[src/hdl/cssc_pkg.sv]
// Shared types, character codes and helpers for the C source style scanner.
`default_nettype none

package cssc_pkg;

	// Default sizes handed to the top level
	localparam int unsigned     STACK_DEPTH_DEF    = 64;
	localparam longint unsigned MAX_FILE_BYTES_DEF = 64'd16777215;

	// Counter width and saturation value
	localparam int unsigned CNT_W   = 24;
	localparam logic [23:0] CNT_MAX = 24'hFFFFFF;

	// Character codes
	localparam logic [7:0] CH_NUL    = 8'h00;
	localparam logic [7:0] CH_TAB    = 8'h09;
	localparam logic [7:0] CH_LF     = 8'h0A;
	localparam logic [7:0] CH_CR     = 8'h0D;
	localparam logic [7:0] CH_SP     = 8'h20;
	localparam logic [7:0] CH_DQUOTE = 8'h22;
	localparam logic [7:0] CH_HASH   = 8'h23;
	localparam logic [7:0] CH_SQUOTE = 8'h27;
	localparam logic [7:0] CH_LPAREN = 8'h28;
	localparam logic [7:0] CH_RPAREN = 8'h29;
	localparam logic [7:0] CH_STAR   = 8'h2A;
	localparam logic [7:0] CH_SLASH  = 8'h2F;
	localparam logic [7:0] CH_BSLASH = 8'h5C;
	localparam logic [7:0] CH_LBRACE = 8'h7B;
	localparam logic [7:0] CH_RBRACE = 8'h7D;

	// Leading indent kinds
	localparam logic [1:0] IND_NONE  = 2'b00;
	localparam logic [1:0] IND_TAB   = 2'b01;
	localparam logic [1:0] IND_SPACE = 2'b10;
	localparam logic [1:0] IND_MIXED = 2'b11;

	// Statistics counter slots
	localparam int unsigned NUM_STATS = 10;
	typedef enum logic [3:0] {
		ST_END,
		ST_OWN,
		ST_INL,
		ST_TAB,
		ST_SPA,
		ST_MIX,
		ST_BLANK,
		ST_WS,
		ST_SPACED,
		ST_TIGHT
	} stat_idx_t;

	// Sequencer phases
	typedef enum logic [1:0] {
		PH_RUN,
		PH_FLUSH,
		PH_DRAIN
	} phase_t;

	typedef struct packed {
		logic [7:0] text_byte;
		logic       end_of_file;
	} in_item_t;

	typedef struct packed {
		logic [23:0] brace_at_line_end;
		logic [23:0] brace_on_own_line;
		logic [23:0] brace_pair_inline;
		logic [23:0] tab_indented_lines;
		logic [23:0] space_indented_lines;
		logic [23:0] mixed_indented_lines;
		logic [23:0] blank_lines;
		logic [23:0] whitespace_only_lines;
		logic [23:0] spaced_round_brackets;
		logic [23:0] tight_round_brackets;
		logic [23:0] line_total;
		logic [23:0] byte_total;
	} out_item_t;

	function automatic logic [23:0] sat_inc(input logic [23:0] v);
		sat_inc = (v == CNT_MAX) ? v : v + 24'd1;
	endfunction

	function automatic logic [23:0] sat_dec(input logic [23:0] v);
		sat_dec = (v == 24'd0) ? v : v - 24'd1;
	endfunction

endpackage

`default_nettype wire

[src/hdl/c_source_style_scanner_top.sv]
// C source style scanner: byte scanner, brace stack memory and statistics output.
`default_nettype none

// Takes one byte of a C source file per cycle while in PH_RUN and returns one
// statistics transaction per file, after the byte marked end_of_file. Ordinary
// bytes are accepted back to back. After the final byte is accepted, PH_FLUSH
// scans the held-back last byte against a zero and PH_DRAIN lets the brace stack
// read of that scan settle; PH_DRAIN also waits for the output register to be
// free, and no byte is taken in either phase. Open braces live in a synchronous
// memory of STACK_DEPTH entries with a registered read; a closing brace reads its
// entry in the scan cycle and the same-line check and count update happen in the
// cycle after. Bytes beyond MAX_FILE_BYTES are accepted but ignored.
// All counters saturate at 16777215.
module c_source_style_scanner_top #(
	parameter int unsigned     STACK_DEPTH    = cssc_pkg::STACK_DEPTH_DEF,
	parameter longint unsigned MAX_FILE_BYTES = cssc_pkg::MAX_FILE_BYTES_DEF
) (
	input  wire logic               clk,
	input  wire logic               arst_n,
	input  wire logic               in_valid,
	output logic                    in_ready,
	input  wire cssc_pkg::in_item_t in_data,
	output logic                    out_valid,
	input  wire logic               out_ready,
	output cssc_pkg::out_item_t     out_data
);

	localparam int unsigned LW = $clog2(STACK_DEPTH + 1);
	localparam int unsigned AW = (STACK_DEPTH > 1) ? $clog2(STACK_DEPTH) : 1;
	localparam int unsigned BW = $clog2(MAX_FILE_BYTES + 64'd1);

	// Sequencer and control state
	cssc_pkg::phase_t phase_q, phase_d;
	logic             held_valid_q, held_valid_d;
	logic [7:0]       held_q, held_d;
	logic [7:0]       prev_q, prev_d;
	logic             skip_q, skip_d;
	logic             comment_q, comment_d;
	logic             weak_q, weak_d;
	logic             string_q, string_d;
	logic             code_q, code_d;
	logic [1:0]       indent_q, indent_d;
	logic [23:0]      line_q, line_d;
	logic [LW-1:0]    level_q, level_d;
	logic [BW-1:0]    bytes_q, bytes_d;
	logic [23:0]      stat_q [cssc_pkg::NUM_STATS];
	logic [23:0]      stat_d [cssc_pkg::NUM_STATS];

	// Second stage of a pop
	logic        pop_s2;
	logic [23:0] line_s2;
	logic [24:0] entry_s2;

	// Output register
	logic                out_valid_q;
	cssc_pkg::out_item_t out_q;

	// Brace stack memory: bit 24 is the code-before flag, low bits the line
	logic [24:0] stack_mem [STACK_DEPTH];

	logic                         in_fire, take_byte, scan_en, flush_scan, snap;
	logic [7:0]                   cur, nxt;
	logic                         quoted;
	logic                         push_en, pop_en;
	logic [AW-1:0]                push_addr, pop_addr;
	logic [24:0]                  push_entry;
	logic [cssc_pkg::NUM_STATS-1:0] bump_vec, drop_vec;
	logic                         inline_hit;
	logic [63:0]                  bytes_ext;

	assign in_fire   = in_valid && in_ready;
	assign take_byte = (64'(bytes_q) < MAX_FILE_BYTES);

	// Next phase
	always_comb begin
		phase_d = phase_q;
		case (phase_q)
			cssc_pkg::PH_RUN: begin
				if (in_fire && in_data.end_of_file) begin
					phase_d = cssc_pkg::PH_FLUSH;
				end
			end
			cssc_pkg::PH_FLUSH: begin
				phase_d = cssc_pkg::PH_DRAIN;
			end
			cssc_pkg::PH_DRAIN: begin
				if (!out_valid_q || out_ready) begin
					phase_d = cssc_pkg::PH_RUN;
				end
			end
			default: begin
				phase_d = cssc_pkg::PH_RUN;
			end
		endcase
	end

	// Phase outputs
	always_comb begin
		in_ready   = 1'b0;
		flush_scan = 1'b0;
		snap       = 1'b0;
		case (phase_q)
			cssc_pkg::PH_RUN: begin
				in_ready = 1'b1;
			end
			cssc_pkg::PH_FLUSH: begin
				flush_scan = 1'b1;
			end
			cssc_pkg::PH_DRAIN: begin
				snap = !out_valid_q || out_ready;
			end
			default: begin
				in_ready = 1'b0;
			end
		endcase
	end

	// Pick the byte pair to judge this cycle
	assign scan_en = held_valid_q && ((in_fire && take_byte) || flush_scan);
	assign cur     = held_q;
	assign nxt     = flush_scan ? cssc_pkg::CH_NUL : in_data.text_byte;
	assign quoted  = (prev_q == cssc_pkg::CH_SQUOTE) && (nxt == cssc_pkg::CH_SQUOTE);

	// Hold back the newest byte and count it
	always_comb begin
		held_d       = held_q;
		held_valid_d = held_valid_q;
		bytes_d      = bytes_q;
		if (in_fire && take_byte) begin
			held_d       = in_data.text_byte;
			held_valid_d = 1'b1;
			bytes_d      = bytes_q + BW'(1);
		end
	end

	// Scan one character against its neighbors
	always_comb begin
		prev_d     = prev_q;
		skip_d     = skip_q;
		comment_d  = comment_q;
		weak_d     = weak_q;
		string_d   = string_q;
		code_d     = code_q;
		indent_d   = indent_q;
		line_d     = line_q;
		level_d    = level_q;
		bump_vec   = '0;
		push_en    = 1'b0;
		pop_en     = 1'b0;
		push_addr  = level_q[AW-1:0];
		pop_addr   = AW'(level_q - LW'(1));
		push_entry = {code_q, line_q};
		if (scan_en) begin
			prev_d = cur;
			if (skip_q) begin
				skip_d = 1'b0;
			end else if (!code_q && (cur inside {cssc_pkg::CH_TAB, cssc_pkg::CH_SP})) begin
				indent_d = indent_q | ((cur == cssc_pkg::CH_TAB) ?
					cssc_pkg::IND_TAB : cssc_pkg::IND_SPACE);
			end else if (cur == cssc_pkg::CH_CR) begin
				prev_d = cur;
			end else if (cur == cssc_pkg::CH_LF) begin
				bump_vec[cssc_pkg::ST_TAB]   = (indent_q == cssc_pkg::IND_TAB);
				bump_vec[cssc_pkg::ST_SPA]   = (indent_q == cssc_pkg::IND_SPACE);
				bump_vec[cssc_pkg::ST_MIX]   = (indent_q == cssc_pkg::IND_MIXED);
				bump_vec[cssc_pkg::ST_BLANK] = !code_q && (indent_q == cssc_pkg::IND_NONE);
				bump_vec[cssc_pkg::ST_WS]    = !code_q && (indent_q != cssc_pkg::IND_NONE);
				if (weak_q) begin
					weak_d    = 1'b0;
					comment_d = 1'b0;
				end
				line_d   = cssc_pkg::sat_inc(line_q);
				indent_d = cssc_pkg::IND_NONE;
				code_d   = 1'b0;
				string_d = 1'b0;
			end else if (cur == cssc_pkg::CH_SLASH && nxt == cssc_pkg::CH_STAR
					&& !comment_q && !string_q) begin
				comment_d = 1'b1;
				code_d    = 1'b1;
			end else if (cur == cssc_pkg::CH_SLASH && nxt == cssc_pkg::CH_SLASH
					&& !comment_q && !string_q) begin
				comment_d = 1'b1;
				weak_d    = 1'b1;
				code_d    = 1'b1;
			end else if (prev_q == cssc_pkg::CH_STAR && cur == cssc_pkg::CH_SLASH
					&& comment_q && !string_q) begin
				comment_d = 1'b0;
				code_d    = 1'b1;
			end else if (cur == cssc_pkg::CH_HASH && !code_q && !comment_q && !string_q) begin
				comment_d = 1'b1;
				weak_d    = 1'b1;
				code_d    = 1'b1;
			end else if (cur == cssc_pkg::CH_LBRACE && !string_q && !comment_q && !quoted) begin
				bump_vec[cssc_pkg::ST_END] = code_q;
				bump_vec[cssc_pkg::ST_OWN] = !code_q;
				if (level_q < LW'(STACK_DEPTH)) begin
					push_en = 1'b1;
					level_d = level_q + LW'(1);
				end
				code_d = 1'b1;
			end else if (cur == cssc_pkg::CH_RBRACE && !string_q && !comment_q && !quoted) begin
				if (level_q != '0) begin
					pop_en  = 1'b1;
					level_d = level_q - LW'(1);
				end
				code_d = 1'b1;
			end else if (cur == cssc_pkg::CH_LPAREN && !comment_q && !string_q) begin
				if (nxt inside {cssc_pkg::CH_SP, cssc_pkg::CH_TAB}) begin
					bump_vec[cssc_pkg::ST_SPACED] = 1'b1;
				end else begin
					bump_vec[cssc_pkg::ST_TIGHT] = 1'b1;
				end
			end else if (cur == cssc_pkg::CH_RPAREN && !comment_q && !string_q) begin
				if (prev_q inside {cssc_pkg::CH_SP, cssc_pkg::CH_TAB}) begin
					bump_vec[cssc_pkg::ST_SPACED] = 1'b1;
				end else begin
					bump_vec[cssc_pkg::ST_TIGHT] = 1'b1;
				end
			end else if (cur == cssc_pkg::CH_BSLASH && string_q && !comment_q) begin
				skip_d = 1'b1;
			end else if (cur == cssc_pkg::CH_BSLASH && nxt == cssc_pkg::CH_LF) begin
				skip_d = 1'b1;
				line_d = cssc_pkg::sat_inc(line_q);
			end else if (cur == cssc_pkg::CH_DQUOTE && !comment_q && !quoted) begin
				string_d = !string_q;
				code_d   = 1'b1;
			end else begin
				code_d = 1'b1;
			end
		end
	end

	// Judge a popped brace against the line it closed on
	assign inline_hit = pop_s2 && (entry_s2[23:0] == line_s2);
	always_comb begin
		drop_vec = '0;
		drop_vec[cssc_pkg::ST_END] = inline_hit && entry_s2[24];
		drop_vec[cssc_pkg::ST_OWN] = inline_hit && !entry_s2[24];
	end

	// Apply the older pop first, then the current scan's increments
	always_comb begin
		logic [23:0] v;
		for (int i = 0; i < cssc_pkg::NUM_STATS; i++) begin
			v = stat_q[i];
			if (drop_vec[i]) begin
				v = cssc_pkg::sat_dec(v);
			end
			if (bump_vec[i] || (inline_hit && i == int'(cssc_pkg::ST_INL))) begin
				v = cssc_pkg::sat_inc(v);
			end
			stat_d[i] = v;
		end
	end

	// Brace stack memory: write on push, registered read on pop
	always_ff @(posedge clk) begin
		if (push_en) begin
			stack_mem[push_addr] <= push_entry;
		end
		if (pop_en) begin
			entry_s2 <= stack_mem[pop_addr];
			line_s2  <= line_q;
		end
	end

	// Control and counter registers; clear everything once the result is captured
	always_ff @(posedge clk or negedge arst_n) begin
		if (!arst_n) begin
			phase_q      <= cssc_pkg::PH_RUN;
			held_valid_q <= 1'b0;
			held_q       <= '0;
			prev_q       <= '0;
			skip_q       <= 1'b0;
			comment_q    <= 1'b0;
			weak_q       <= 1'b0;
			string_q     <= 1'b0;
			code_q       <= 1'b0;
			indent_q     <= cssc_pkg::IND_NONE;
			line_q       <= 24'd1;
			level_q      <= '0;
			bytes_q      <= '0;
			pop_s2       <= 1'b0;
			for (int i = 0; i < cssc_pkg::NUM_STATS; i++) begin
				stat_q[i] <= '0;
			end
		end else begin
			phase_q <= phase_d;
			if (snap) begin
				held_valid_q <= 1'b0;
				held_q       <= '0;
				prev_q       <= '0;
				skip_q       <= 1'b0;
				comment_q    <= 1'b0;
				weak_q       <= 1'b0;
				string_q     <= 1'b0;
				code_q       <= 1'b0;
				indent_q     <= cssc_pkg::IND_NONE;
				line_q       <= 24'd1;
				level_q      <= '0;
				bytes_q      <= '0;
				pop_s2       <= 1'b0;
				for (int i = 0; i < cssc_pkg::NUM_STATS; i++) begin
					stat_q[i] <= '0;
				end
			end else begin
				held_valid_q <= held_valid_d;
				held_q       <= held_d;
				prev_q       <= prev_d;
				skip_q       <= skip_d;
				comment_q    <= comment_d;
				weak_q       <= weak_d;
				string_q     <= string_d;
				code_q       <= code_d;
				indent_q     <= indent_d;
				line_q       <= line_d;
				level_q      <= level_d;
				bytes_q      <= bytes_d;
				pop_s2       <= pop_en;
				for (int i = 0; i < cssc_pkg::NUM_STATS; i++) begin
					stat_q[i] <= stat_d[i];
				end
			end
		end
	end

	// Output transaction valid
	always_ff @(posedge clk or negedge arst_n) begin
		if (!arst_n) begin
			out_valid_q <= 1'b0;
		end else if (snap) begin
			out_valid_q <= 1'b1;
		end else if (out_ready) begin
			out_valid_q <= 1'b0;
		end
	end

	// Capture the statistics of the finished file
	assign bytes_ext = 64'(bytes_q);
	always_ff @(posedge clk) begin
		if (snap) begin
			out_q.brace_at_line_end     <= stat_d[cssc_pkg::ST_END];
			out_q.brace_on_own_line     <= stat_d[cssc_pkg::ST_OWN];
			out_q.brace_pair_inline     <= stat_d[cssc_pkg::ST_INL];
			out_q.tab_indented_lines    <= stat_d[cssc_pkg::ST_TAB];
			out_q.space_indented_lines  <= stat_d[cssc_pkg::ST_SPA];
			out_q.mixed_indented_lines  <= stat_d[cssc_pkg::ST_MIX];
			out_q.blank_lines           <= stat_d[cssc_pkg::ST_BLANK];
			out_q.whitespace_only_lines <= stat_d[cssc_pkg::ST_WS];
			out_q.spaced_round_brackets <= stat_d[cssc_pkg::ST_SPACED];
			out_q.tight_round_brackets  <= stat_d[cssc_pkg::ST_TIGHT];
			out_q.line_total            <= line_q;
			out_q.byte_total            <= (bytes_ext > 64'(cssc_pkg::CNT_MAX)) ?
				cssc_pkg::CNT_MAX : bytes_ext[23:0];
		end
	end

	assign out_valid = out_valid_q;
	assign out_data  = out_q;

endmodule

`default_nettype wire

[config.mk]
export PLATFORM = sky130hd
export DESIGN_NAME = c_source_style_scanner_top
export DESIGN_NICKNAME = d
export VERILOG_FILES = /design/src/hdl/cssc_pkg.sv /design/src/hdl/c_source_style_scanner_top.sv
export SDC_FILE = /design/constraint.sdc
export NUM_CORES = 2
export LEC_CHECK = 0
export CORE_MARGIN = 3
export CORE_UTILIZATION = 40
export DETAILED_ROUTE_END_ITERATION = 10
export DONT_BUFFER_PORTS = 1
export PLACE_DENSITY = 0.63
export SYNTH_ARGS = -nofsm -noshare
export SYNTH_HDL_FRONTEND = slang
export SYNTH_SLANG_ARGS = --single-unit
[constraint.sdc]
create_clock -name clk -period 12.41 [get_ports clk]
set_clock_uncertainty 0.15 [all_clocks]
set_input_delay 3.1025 -clock clk [delete_from_list [all_inputs] [get_ports clk]]
set_output_delay 3.1025 -clock clk [all_outputs]
set_load 0.1 [all_outputs]
==> impl_metrics.env <==
export IMPL_routabilityCongestion=0.886
export IMPL_via_count=45800
export IMPL_yosys_area_top_type_share_pct=64.2
export IMPL_port_buffers=0
export IMPL_finalHoldViolCount=0
export IMPL_status="completed"
export IMPL_yosys_cell_types_count=86
export IMPL_p_leak_nw=34.6
export IMPL_cp_start_kind="input port"
export IMPL_cts_tree="yes"
export IMPL_drc=0
export IMPL_core_area_um2=225000
export IMPL_cts_root_buffer="clkbuf_16"
export IMPL_tightest_slew_ps=1120
export IMPL_ios=303
export IMPL_clk_latency_ps=840
export IMPL_cp_arrival_ps=7140
export IMPL_place_inst=7696
export IMPL_hp_class="reg -> reg"
export IMPL_syn_inst=4881
export IMPL_num_rows=174
export IMPL_cts_htree_levels=4
export IMPL_initial_core_util_pct=40.3
export IMPL_hold_buffers=0
export IMPL_final_cells=8115
export IMPL_setup_tns_ps=0
export IMPL_yosysWarnings=0
export IMPL_area_delta_synth_final_pct=12.4
export IMPL_final_max_slew_viol_count=0
export IMPL_wl_mm=225
export IMPL_synth_nets=4913
export IMPL_critical_path_class="in -> reg"
export IMPL_synth_edff_count=1937
export IMPL_postRouteAntennaNets=0
export IMPL_cts_buffer_depth=3
export IMPL_dieArea_um2=232000
export IMPL_nets=4958
export IMPL_yosysSeqAreaShare_pct=73.1
export IMPL_setup_viol=0
export IMPL_synthArstFlopShare_pct=14.3
export IMPL_postSynthAreaPerCell_um2=18.6
export IMPL_ctsResizeCount=0
export IMPL_drive_gt1_share_pct=20.8
export IMPL_peakVddDrop_mv=0.156
export IMPL_crit_required_ps=12690
export IMPL_die_h_um=482
export IMPL_nFillCells=18900
export IMPL_wl_per_cell_um=27.7
export IMPL_drv_cap=0
export IMPL_fmax_ghz=0.146
export IMPL_synth_ff_latch_count=2260
export IMPL_synth_main_ff_cell="edfxtp_1"
export IMPL_grt_max_degree=324
export IMPL_cp_end_kind="register"
export IMPL_crit_path_max_fanout=25
export IMPL_gr_usage_all_layers_pct=19.0
export IMPL_grt_pass1_wl_mm=323
export IMPL_vias_per_cell=5.64
export IMPL_grt_setup_unrepaired="false"
export IMPL_synth_top_area_cell="edfxtp_1"
export IMPL_grt_pass1_vias=44300
export IMPL_overflow=0
export IMPL_cts_sinks=2260
export IMPL_cts_buffers=219
export IMPL_first_pass_iters=6
export IMPL_synth_most_common_cell="edfxtp_1"
export IMPL_synthTopCellsByCount="edfxtp_1, mux4_2, dfrtp_1, nor2_1"
export IMPL_slew_headroom_pct=24.9
export IMPL_power_density_nw_per_um2=154
export IMPL_grt_antenna_before_repair=13
export IMPL_syn_area_um2=90600
export IMPL_dp_hpwl_mm=138
export IMPL_ys_top_cells_by_area="edfxtp_1, mux4_2, dfrtp_1, xnor2_1, and2_1"
export IMPL_fin_crit_sh_pct=55.2
export IMPL_cts_setup_buffers=0
export IMPL_first_iter_violations=6004
export IMPL_fp_dieW_um=482
export IMPL_cts_clk_slew_worst_paths_ps=60
export IMPL_fin_crit_ps=6850
[path summary, 6_finish.rpt]
| path | depth (start not counted) | startpoint | end | slack, ps |
|---|---|---|---|---|
| max in group asynchronous | 0 | arst_n | stat_q[181] | 9780 |
| max | 9 | in_valid | stack_mem[24][3] | 5560 |
| min in group asynchronous | 0 | arst_n | stat_q[58] | 1820 |
| max reg2reg | 10 | line_s2[8] | out_data[287] | 6670 |
| min reg2reg | 0 | bytes_q[20] | out_data[20] | 350 |
| min | 0 | bytes_q[20] | out_data[20] | 350 |
[worst max-delay path, stage by stage]
cell and delay, ps:
o211ai_1 250, nor3_1 510, and2_0 600, nand2_1 250, buf_4 280, nor2_1 370
buf_4 210, nand2_1 590, nor2_4 930
[routing by layer]
layer | GRT usage, % | vias up | wire length (µm)
li1 | - | 19400 | -
met2 | 28.9 | 1908 | 103000
met5 | 0.245 | - | 90
met3 | 4.27 | 263 | 20000
met1 | 28.3 | 24200 | 97000
met4 | 3.93 | 4 | 4520
[sequential cells by signal (all words and copies together) (netlist names), 8 cells and up]
name,cells
bytes_q,24
cur,8
entry_s2,25
line_q,24
line_s2,24
out_data,288
prev_q,8
stack_mem,1600
stat_q,240
[cell usage in the layout (no fill, tap or decap), drive strengths merged, types with 64 or more instances in the layout]
cell type | Yosys | routed
edfxtp | 1937 | 1937
mux4 | 525 | 525
dfrtp | 322 | 322
clkbuf | 188 | 293
nor2 | 247 | 247
and2 | 232 | 232
nand2 | 230 | 230
xnor2 | 175 | 175
xor2 | 161 | 161
nand3 | 132 | 132
nor3 | 82 | 82
clkinv | 0 | 70
and3 | 64 | 64
[per-stage QoR]
| stage | worst slack (ps) | utilization [%] | area (µm²) | hold WS (ps) | total power [mW] |
|---|---|---|---|---|---|
| 2_1_floorplan | 4190 | - | 90600 | 296 | 9.01 |
| 3_3_place_gp | 4980 | 42.0 | 94600 | 313 | 9.15 |
| 3_5_place_dp | 4900 | 42.0 | 94600 | 324 | 9.15 |
| 4_1_cts | 5760 | 45.2 | 102000 | 350 | 15.9 |
| 5_1_grt | 5450 | 45.2 | 102000 | 369 | 16.2 |
| 6_report | 5560 | 45.3 | 102000 | 354 | 15.7 |
[layout make-up]
type	count	area (µm²)	share of cell area, %
inverters	45	176	0.173
flip-flops and latches	2260	66300	65.1
clock inverters	119	1330	1.31
repair buffers	56	493	0.484
multi-input cells	2344	23900	23.4
clock buffers	292	5950	5.84
diodes	7	17.5	0.0172
well taps	2992	3740	3.67
[logic make-up after synthesis]
| kind of cell | synth area share (%) |
|---|---|
| compound gates | 1.33 |
| xor+xnor | 3.25 |
| fa+ha+maj | 0.262 |
| buf+inv | 1.18 |
| flops | 73.1 |
| mux | 13.4 |
| simple gates | 7.51 |
[where the power goes]
group          leakage, nW  switching, mW  internal [mW]
Combinational         7.66          0.227         0.0824
Sequential            23.4          0.410           8.27
Clock                 3.50           2.85           3.89
No activity file was read; power rests on OpenSTA's default activity.
